### config.mk
export PLATFORM = sky130hd
export DESIGN_NAME = ffa_table
export DESIGN_NICKNAME = d
export VERILOG_FILES = /design/src/rtl/core/ffa_pkg.sv /design/src/rtl/core/ffa_table.sv
export SDC_FILE = /design/constraint.sdc
export NUM_CORES = 2
export LEC_CHECK = 0
export BUFFER_PORTS_ARGS = -buffer_cell sky130_fd_sc_hd__buf_4
export CORE_MARGIN = 1.5
export CORE_UTILIZATION = 55
export DETAILED_ROUTE_END_ITERATION = 8
export PLACE_DENSITY = 0.69
export SYNTH_ARGS = -nofsm -noshare
export SYNTH_HDL_FRONTEND = slang
export SYNTH_MEMORY_MAX_BITS = 65536
export SYNTH_SLANG_ARGS = --single-unit
### constraint.sdc
create_clock -name clk -period 8.3 [get_ports clk]
set_clock_uncertainty 0.05 [all_clocks]
set_input_delay 1.245 -clock clk [delete_from_list [all_inputs] [get_ports clk]]
set_output_delay 1.245 -clock clk [all_outputs]
set_load 0.01 [all_outputs]
### src/rtl/core/ffa_pkg.sv
package ffa_pkg;

  // sequencer states
  typedef enum logic [4:0] {
    S_IDLE, S_RB0, S_RB1, S_RB2, S_RB3, S_PREP, S_RD, S_CHK, S_AL1,
    S_SHUP_RD, S_SHUP_WR, S_SPLIT, S_AL_FIN, S_AL_G, S_FR1, S_FR_N,
    S_FR_P0, S_FR_P, S_FR_M, S_FR_M2, S_SHDN_RD, S_SHDN_WR, S_DONE
  } state_t;

  // one table entry
  typedef struct packed {
    logic [31:0] start;
    logic [31:0] size;
    logic        free;
  } ent_t;

  // shared adder operands
  localparam int ALU_W = 34;
  typedef struct packed {
    logic [ALU_W-1:0] a;
    logic [ALU_W-1:0] b;
    logic             sub;
  } alu_req_t;

  // status codes
  localparam logic [1:0] ST_OK   = 2'd0;
  localparam logic [1:0] ST_OOM  = 2'd1;
  localparam logic [1:0] ST_BAD  = 2'd2;
  localparam logic [1:0] ST_NRDY = 2'd3;

  // request kinds
  localparam logic K_ALLOC = 1'b0;
  localparam logic K_FREE  = 1'b1;

  // register indexes
  localparam logic CFG_START = 1'b0;
  localparam logic CFG_LIMIT = 1'b1;

  localparam logic [32:0] MIN_BASE = 33'h1000;

endpackage

### src/rtl/core/ffa_table.sv
module ffa_table import ffa_pkg::*; #(
  parameter int DEPTH = 64,
  localparam int IW = $clog2(DEPTH)
) (
  input  logic          clk,
  input  logic          we,
  input  logic [IW-1:0] waddr,
  input  ent_t          wdata,
  input  logic [IW-1:0] raddr,
  output ent_t          rdata
);

  ent_t mem [DEPTH];

  // one write and one registered read per cycle
  always_ff @(posedge clk) begin
    if (we) begin
      mem[waddr] <= wdata;
    end
    rdata <= mem[raddr];
  end

endmodule

==> impl_metrics.json <==
{
  "cts.sinks": 4225,
  "syn_inst": 6606,
  "finalNonFillerCells": 11100,
  "fmax_mhz": 261,
  "viasPerCell": 6.88,
  "drt_iter0_drc": 11100,
  "finalSetupViolations": 0,
  "port_buffers": 143,
  "leakagePower_uw": 0.0552,
  "core_area_sq_mm": 0.286,
  "rr_endpoint": "rdata[36]$_DFF_P_",
  "ioPinCount": 144,
  "cts-resized-gates": 0,
  "max_cap_violations": 0,
  "root_buffer": "clkbuf_16",
  "ys_ff_latch": 4225,
  "fin_crit_sh_pct": 46.1,
  "syn_area_sq_mm": 0.158,
  "cts_tree": "built",
  "finalHoldViolCount": 0,
  "worst-path-buf-inv": 2,
  "final_antenna_net_count": 0,
  "rsz0062_at_grt": "false",
  "maxSlewHeadroom_pct": 14.8,
  "reg2reg_setup_slack_ps": 6140,
  "grt_overflow": 0,
  "initial_core_util_pct": 55.4,
  "synth_area_per_cell_sq_um": 24.0,
  "drc_errors": 0,
  "status": "finished, final reports clean",
  "drive_gt1_share_pct": 27.9,
  "first_global_vias": 76300,
  "worst_pin_slew_ps": 1280,
  "fp.dieH_um": 540,
  "dp_cells": 10300,
  "r2r_cells": 4,
  "grt_util_all_layers_pct": 28.8,
  "die_area_sq_mm": 0.291,
  "crit_path_top_delay_cell": "nor2b_4",
  "wl_um": 418000,
  "hold_path_class": "in -> reg",
  "die_w_um": 540,
  "clk_latency_ps": 980,
  "gp_congestion": 0.821,
  "hpwl_um": 219000,
  "hold_buffers": 0,
  "grt_max_degree": 122,
  "min_from": "wdata[26]",
  "path_common_cell": "buf_4",
  "num_rows": 196,
  "slowest_delay_ps": 980,
  "grt_pass1_wl_um": 586000,
  "yosysWarnings": 0,
  "crit_fanout": 41,
  "syn-num-nets": 6685,
  "clkTransAtPathRegs_ps": 70,
  "antenna_found_initial": 10,
  "min_to": "mem[12][26]$_DFFE_PP_",
  "crit_family": "buffers and inverters",
  "wire_per_inst_um": 37.7,
  "fin_crit_ps": 3830,
  "htree_levels": 5,
  "crit_arrival_ps": 4680,
  "pwr_density_cell_mw_per_mm2": 247,
  "cp-end-kind": "register",
  "crit_type": "in -> reg",
  "required_ps": 9150,
  "vias": 76300,
  "firstDrtPassIters": 6,
  "max-vdd-ir-drop_v": 0.000223,
  "post-cts-setup-buffers": 0,
  "synth-seq-area-share_pct": 79.7,
  "finalNetCount": 7050,
  "synth.distinct_cells": 27,
  "finalMaxSlewViolations": 0,
  "fin_setup_tns_ps": 0,
  "syn2layout_area_growth_pct": 12.3,
  "hold-path-cell-count": 1,
  "crit_path_start_kind": "primary input",
  "cts_buffer_depth": 4,
  "numCtsBuffers": 410,
  "reg2reg_from": "mem[6][36]$_DFFE_PP_",
  "worstPathCellList": "buf_4, nor2b_4, buf_4, a22oi_1, nand3_1, o211a_1"
}
-- state kept, by name, indices dropped and copies added, names as in the netlist --
| signal | flops |
|---|---|
| rdata | 65 |
| mem | 4160 |
-- cell usage after synthesis (all sizes together) --
cell type  number  area, sq um
a211oi         65          488
a22oi         260         1950
and2            3         18.8
buf           257         1460
clkbuf        120          450
dfxtp          65         1300
edfxtp       4160       125000
mux2i         103         1030
mux4         1040        23400
nand2           8         30.0
nand2b          9         56.3
nand3         115          576
nand3b         25          188
nand4           2         12.5
nand4b          1         8.76
nor2          112          420
nor2b           9         56.3
nor3            2         10.0
o211a          65          651
o221ai         46          403
o22ai         130          813
or2             2         12.5
or3             3         18.8
or3b            4         35.0
-- report_power, final --
part	leakage (uW)	total, uW	switching, uW	internal (uW)
logic	0.0108	1990	1240	747
clock network	0.00641	18200	7970	10200
registers	0.0380	23700	112	23600
total	0.0552	43900	9330	34500
-- layer usage --
metal | track usage, % | share of wire (%) | up-vias
li1 | - | - | 29500
met1 | 40.3 | 37 | 41400
met2 | 46.6 | 49 | 4645
met3 | 4.86 | 10 | 787
met4 | 10.0 | 3.8 | 2
met5 | 0 | 0.0031 | -
-- metrics by stage --
stage          util (%)  area, sq um  hold slack [ps]  setup WS (ps)  power [uW]
6_report           62.2       178000              729           4470       43900
5_1_grt            62.2       178000              742           4460       44900
4_1_cts            62.2       178000              679           4620       44000
3_5_place_dp       57.6       165000              763           3610       26200
3_3_place_gp       57.6       165000              765           3580       26100
2_1_floorplan         -       158000              730           1500       25200
-- cells in the final DEF (no fill, tap or decap), drive strengths merged, types with 11 or more instances in the layout --
cell,n
o211a,65
nand3b,25
clkbuf,525
o221ai,46
mux2i,103
o22ai,130
nand3,115
edfxtp,4160
bufinv,27
mux4,1040
a22oi,260
clkinvlp,11
dfxtp,65
buf,330
nor2,112
inv,13
a211oi,65
clkinv,184
-- worst register-to-register path: cells and delay by family, from the launching register on --
kind	cells	cell delay [ps]
DFF	1	370
muxes	1	470
AOI/OAI and AO/OA	3	1130
-- how the worst max path moves through the flow --
stage                  start                    to  depth (start not counted)
floorplan           waddr[3]  mem[48][0]$_DFFE_PP_                          4
global placement    raddr[0]     rdata[26]$_DFF_P_                          7
detailed placement  waddr[1]  mem[15][2]$_DFFE_PP_                          4
CTS                 raddr[2]     rdata[59]$_DFF_P_                          6
global route        raddr[0]     rdata[26]$_DFF_P_                          7
finish              raddr[3]     rdata[26]$_DFF_P_                          6
-- kinds of logic after synthesis --
| family | Yosys count | share of synthesized area, % |
|---|---|---|
| flip-flops | 4225 | 79.7 |
| AO/OA/AOI/OAI | 566 | 2.72 |
| buffers and inverters | 377 | 1.20 |
| AND/OR/NAND/NOR | 295 | 0.911 |
| multiplexers | 1143 | 15.4 |
-- area by class of cell --
| type | count | area, sq um |
|---|---|---|
| multi-input cells | 2004 | 30800 |
| clock buffers | 525 | 10900 |
| fillers | 18700 | 108000 |
| well taps | 3762 | 4710 |
| repair buffers | 330 | 2930 |
| diodes | 8 | 20.0 |
| flip-flops and latches | 4225 | 126000 |
| clock inverters | 235 | 2230 |
Power figures use the tool's default switching activity.
