File: config.mk
export PLATFORM = sky130hd
export DESIGN_NAME = ffa_alu
export DESIGN_NICKNAME = d
export VERILOG_FILES = /design/src/rtl/core/ffa_pkg.sv /design/src/rtl/core/ffa_alu.sv
export SDC_FILE = /design/constraint.sdc
export NUM_CORES = 1
export LEC_CHECK = 0
export BUFFER_PORTS_ARGS = -buffer_cell sky130_fd_sc_hd__buf_2
export CORE_UTILIZATION = 55
export DETAILED_ROUTE_END_ITERATION = 12
export GPL_ROUTABILITY_DRIVEN = 0
export PLACE_DENSITY_LB_ADDON = 0.12
export REMOVE_ABC_BUFFERS = 1
export SYNTH_ARGS = -nofsm -noshare
export SYNTH_HDL_FRONTEND = slang
export SYNTH_SLANG_ARGS = --single-unit
File: constraint.sdc
create_clock -name vclk -period 7
set_input_delay 0 -clock vclk [all_inputs]
set_output_delay 0 -clock vclk [all_outputs]
set_load 0.05 [all_outputs]
File: src/rtl/core/ffa_pkg.sv
package ffa_pkg;

  // sequencer states
  typedef enum logic [4:0] {
    S_IDLE, S_RB0, S_RB1, S_RB2, S_RB3, S_PREP, S_RD, S_CHK, S_AL1,
    S_SHUP_RD, S_SHUP_WR, S_SPLIT, S_AL_FIN, S_AL_G, S_FR1, S_FR_N,
    S_FR_P0, S_FR_P, S_FR_M, S_FR_M2, S_SHDN_RD, S_SHDN_WR, S_DONE
  } state_t;

  // one table entry
  typedef struct packed {
    logic [31:0] start;
    logic [31:0] size;
    logic        free;
  } ent_t;

  // shared adder operands
  localparam int ALU_W = 34;
  typedef struct packed {
    logic [ALU_W-1:0] a;
    logic [ALU_W-1:0] b;
    logic             sub;
  } alu_req_t;

  // status codes
  localparam logic [1:0] ST_OK   = 2'd0;
  localparam logic [1:0] ST_OOM  = 2'd1;
  localparam logic [1:0] ST_BAD  = 2'd2;
  localparam logic [1:0] ST_NRDY = 2'd3;

  // request kinds
  localparam logic K_ALLOC = 1'b0;
  localparam logic K_FREE  = 1'b1;

  // register indexes
  localparam logic CFG_START = 1'b0;
  localparam logic CFG_LIMIT = 1'b1;

  localparam logic [32:0] MIN_BASE = 33'h1000;

endpackage

File: src/rtl/core/ffa_alu.sv
module ffa_alu import ffa_pkg::*; (
  input  alu_req_t         req,
  output logic [ALU_W:0]   res
);

  // add or subtract, top bit is carry or borrow
  assign res = req.sub ? ({1'b0, req.a} - {1'b0, req.b})
                       : ({1'b0, req.a} + {1'b0, req.b});

endmodule

==> results of run 1 <==
## layer usage
metal  up-vias  track usage (%)  routed length, um
met5         -                0                  0
met4         0           0.6667                 14
met3         2           0.4329                575
met2       141            47.54               3188
met1      1378            41.01               3316
li1       1563                -                  -
## final cells by class
class                      instances  area [sq um]
fill                             414          1316
inverter                          19         71.32
multi-input combinational        349          2411
tap                               52         65.06
timing repair buffer             104         520.5
## worst max path at each step
stage	startpoint	endpoint	cells after the start
finish	req[7]	res[28]	17
floorplan	req[7]	res[27]	14
CTS	req[7]	res[28]	17
detailed placement	req[7]	res[28]	17
global route	req[7]	res[28]	17
global placement	req[7]	res[28]	17
## report_power, final
group          switching (uW)  internal, uW
clock                       0             0
sequential                  0             0
combinational             444           189
total                     444           189
## through the flow
| step | util (%) | setup slack [ns] | hold slack (ns) |
|---|---|---|---|
| 2_1_floorplan | - | 3.298 | 0.2912 |
| 3_3_place_gp | 69.98 | 2.876 | 0.4546 |
| 3_5_place_dp | 69.98 | 2.775 | 0.4539 |
| 4_1_cts | 69.98 | 2.736 | 0.4602 |
| 5_1_grt | 69.98 | 2.369 | 0.4969 |
| 6_report | 69.98 | 2.688 | 0.4548 |
## synth_stat cells (all sizes together), types with 8 or more instances
cell type and number:
o21ai 16, ha 35, nor3 14, a21oi 56, a31oi 8, xnor2 55, inv 19, nor2 45
nand2 29, nand3 9, xor2 9, a21o 13
## cells by family after synthesis
kind of cell	Yosys count	synth area share [%]
AO/OA/AOI/OAI	125	30.51
buffers and inverters	30	5.027
XOR/XNOR	64	22.08
multiplexers	2	0.7886
adder cells (fa/ha/maj)	36	18.04
AND/OR/NAND/NOR	122	23.56
==> impl_metrics.json, run 1 <==
{
  "hold_depth": 4,
  "post-dp-hpwl_mm": 6.021,
  "die_x_um": 69.94,
  "cts.repair.resized": 0,
  "drive_above_1_share_pct": 24.36,
  "io_buffers": 104,
  "dpl_cell_area_sq_um": 3068,
  "io_pins": 104,
  "crit_buf_inv": 2,
  "cp_top_family": "simple AND/OR/NAND/NOR gates",
  "hold_path.class": "in2out",
  "grt_max_degree": 35,
  "die_area_sq_um": 4892,
  "crit_slowest_cell": "or4_4",
  "syn_inst": 379,
  "status": "finished clean",
  "cp-end-kind": "primary output",
  "grt_pass1_wl_mm": 11.70,
  "synth_area_per_cell_sq_um": 6.698,
  "vias": 3084,
  "vias_per_cell": 5.885,
  "drt-initial-drc-count": 139,
  "slew_viol_final": 0,
  "crit_path_cell_trace": "buf_2 > or4_4 > nor3_2 > nor3b_2 > nand2_1 > nor3_1 > nor2_1 > xnor2_1 > ha_1 > a21oi_1 > o21ai_0 > a21o_1 > a211oi_1 > o211ai_1 > a21oi_1 > xnor2_1 > buf_2",
  "worstSetupPathType": "in2out",
  "fp.dieH_um": 69.94,
  "cap_violations": 0,
  "area_delta_synth_final_pct": 20.85,
  "mostFrequentLayoutCell": "buf_2",
  "ys.warnings.count": 0,
  "worstPathMaxFanout": 5,
  "grt_usage_pct": 27.80,
  "power_uw": 632.6,
  "holdCritStartpoint": "req[1]",
  "cp.arrival_ns": 4.31,
  "ctsHoldBuffers": 0,
  "drc": 0,
  "rsz0062_at_grt": "false",
  "netlist_area_sq_um": 2539,
  "final_antenna_net_count": 0,
  "final_cell_mix": "104 x buf_2, 56 x a21oi_1, 55 x xnor2_1",
  "ir_drop_v": 0.0001328,
  "synthTopCellsByArea": "xnor2_1 19%, ha_1 17%, a21oi_1 11%",
  "ys_seq_area_share_pct": 0,
  "start_util_pct": 57.91,
  "clock.fmax_ghz": 0.2319,
  "worstSetupStartpointType": "input pin",
  "cp.required_ns": 7.00,
  "n_clock_buffer": 0,
  "period_share_pct": 61.60,
  "min_to": "res[0]",
  "post-route-min-period_ns": 4.312,
  "pwr_density_cell_nw_per_um2": 206.2,
  "final_nets": 579,
  "routed_wl_mm": 7.095,
  "dp_cells": 524,
  "seq_cell_count": 0,
  "dr.pass1.iters": 4,
  "instances_no_fill": 524,
  "netlist.area_leader.share_pct": 18.97,
  "tns_ns": 0,
  "core_sq_um": 4384,
  "seqCellArea_sq_um": 0,
  "cts_setup_buffers": 0,
  "setup_viol": 0,
  "hold_violations": 0,
  "worst_pin_slew_ns": 0.9652,
  "wl_per_cell_um": 13.54,
  "relSlewSlack_pct": 35.16,
  "grt_overflow": 0,
  "leakage_uw": 0.001473,
  "grt_pass1_vias": 2662,
  "num_antenna_cells": 0,
  "antenna_found_initial": 0,
  "slowest_delay_ns": 0.55,
  "fp-row-count": 24,
  "synth.distinct_cells": 46,
  "final_area_sq_um": 3068,
  "yosys.area.top_type": "xnor2_1"
}
(Power assumes the default switching activity.)
==> inputs of run 2 (changes only) <==
--- a/config.mk
+++ b/config.mk
@@ -6,7 +6,7 @@
 export NUM_CORES = 1
 export LEC_CHECK = 0
 export BUFFER_PORTS_ARGS = -buffer_cell sky130_fd_sc_hd__buf_2
-export CORE_UTILIZATION = 55
+export CORE_UTILIZATION = 47
 export DETAILED_ROUTE_END_ITERATION = 12
 export GPL_ROUTABILITY_DRIVEN = 0
 export PLACE_DENSITY_LB_ADDON = 0.12
==> constraint.sdc (replaced) <==
create_clock -name vclk -period 3.6
set_input_delay 0 -clock vclk [all_inputs]
set_output_delay 0 -clock vclk [all_outputs]
set_load 0.05 [all_outputs]
==> impl_metrics.json, run 2 (same netlist as run 1, synthesis figures left out) <==
{
  "status": "finished, violations left",
  "layout_setup_ws_ns": -0.02972,
  "hold_violations": 0,
  "drt-initial-drc-count": 224,
  "num_antenna_cells": 0,
  "drive_above_1_share_pct": 45.76,
  "post-dp-hpwl_mm": 7.108,
  "relSlewSlack_pct": 69.66,
  "ctsHoldBuffers": 0,
  "tns_ns": -0.1282,
  "grt_pass1_wl_mm": 12.89,
  "io_buffers": 104,
  "fp-row-count": 26,
  "wl_per_cell_um": 14.84,
  "fp.dieH_um": 75.50,
  "worstSetupStartpointType": "input pin",
  "cp.arrival_ns": 3.63,
  "final_util_pct": 79.84,
  "n_clock_buffer": 0,
  "vias": 3613,
  "final_area_sq_um": 4104,
  "final_cell_mix": "104 x buf_4, 88 x buf_2, 55 x xnor2_1",
  "clock.fmax_ghz": 0.2755,
  "final_antenna_net_count": 0,
  "setup_viol": 6,
  "pwr_density_cell_nw_per_um2": 374.0,
  "num-fill-cells": 389,
  "multi_input_area_sq_um": 2660,
  "grt_max_degree": 21,
  "worst_pin_slew_ns": 0.4516,
  "routed_wl_mm": 9.436,
  "antenna_found_initial": 0,
  "area_delta_synth_final_pct": 61.66,
  "seqCellArea_sq_um": 0,
  "drc": 0,
  "die_x_um": 75.50,
  "ir_drop_v": 0.0002784,
  "power_uw": 1535,
  "dp_cells": 626,
  "start_util_pct": 49.39,
  "cp-end-kind": "primary output",
  "grt_usage_pct": 28.30,
  "slew_viol_final": 0,
  "dpl_cell_area_sq_um": 3721,
  "mostFrequentLayoutCell": "buf_4",
  "leakage_uw": 0.001997,
  "violations": "negative setup slack",
  "seq_cell_count": 0,
  "period_share_pct": 100.8,
  "io_pins": 104,
  "vias_per_cell": 5.681,
  "instances_no_fill": 636,
  "rsz0062_at_grt": "true",
  "cap_violations": 0,
  "grt_pass1_vias": 2916,
  "worstSetupPathType": "in2out",
  "hold_path.class": "in2out",
  "final_nets": 673,
  "dr.pass1.iters": 5,
  "cp.required_ns": 3.60,
  "post-route-min-period_ns": 3.630,
  "grt_overflow": 0,
  "worstPathMaxFanout": 4,
  "die_area_sq_um": 5700,
  "core_sq_um": 5140
}
[run 2: changes by cell type in the layout (fill, tap and decap cells not counted), sizes merged]
| cell | delta |
|---|---|
| clkbuf | +1 |
| buf | +93 |
[run 2: critical path: stages]
cell	delay, ns
buf_6	0.09
or4_4	0.55
nor3_4	0.14
nor3b_4	0.32
nand2_2	0.12
buf_6	0.17
nor3_2	0.16
nor2_1	0.07
xnor2_1	0.14
ha_1	0.34
nand2_1	0.10
inv_2	0.07
nand3_2	0.10
or3_4	0.34
o211ai_1	0.36
buf_4	0.18
xor2_1	0.15
buf_4	0.22
[run 2: path summary, 6_finish.rpt]
path,from,end,cells after the start
max,req[7],res[24],18
min,req[1],res[0],4
[run 2: metrics by stage]
step	hold WS (ns)	setup WS (ns)
floorplan	0.2912	-0.1023
global placement	0.4488	-0.08107
detailed placement	0.4580	-0.1813
CTS	0.4550	0.001916
global route	0.4682	-0.2066
finish	0.4529	-0.02972
[run 2: final cells by class]
class,count,area share (%)
Multi-Input combinational cell,349,64.82
Timing Repair Buffer,198,31.31
Tap cell,70,2.134
Inverter,19,1.738
[run 2: where the power goes]
part           total [uW]  leakage (uW)  internal (uW)  switching, uW
Combinational        1530       0.00200            566            969
Clock                   0             0              0              0
Sequential              0             0              0              0
[run 2: repair_timing]
action | 4_1_cts | 5_1_grt
setup buffers | 1 | 10
endpoints found under the setup margin | 13 | 20
resized for setup | 18 | 77
hold endpoints to repair | 0 | 0
pin swaps | 1 | 22
[run 2: metal layers]
layer,GRT usage (%),wire length [um],vias to the layer above
met5,0,0,-
met4,1.440,173,0
met3,0.6614,632,18
met2,51.59,4698,213
met1,38.99,3931,1625
li1,-,-,1757
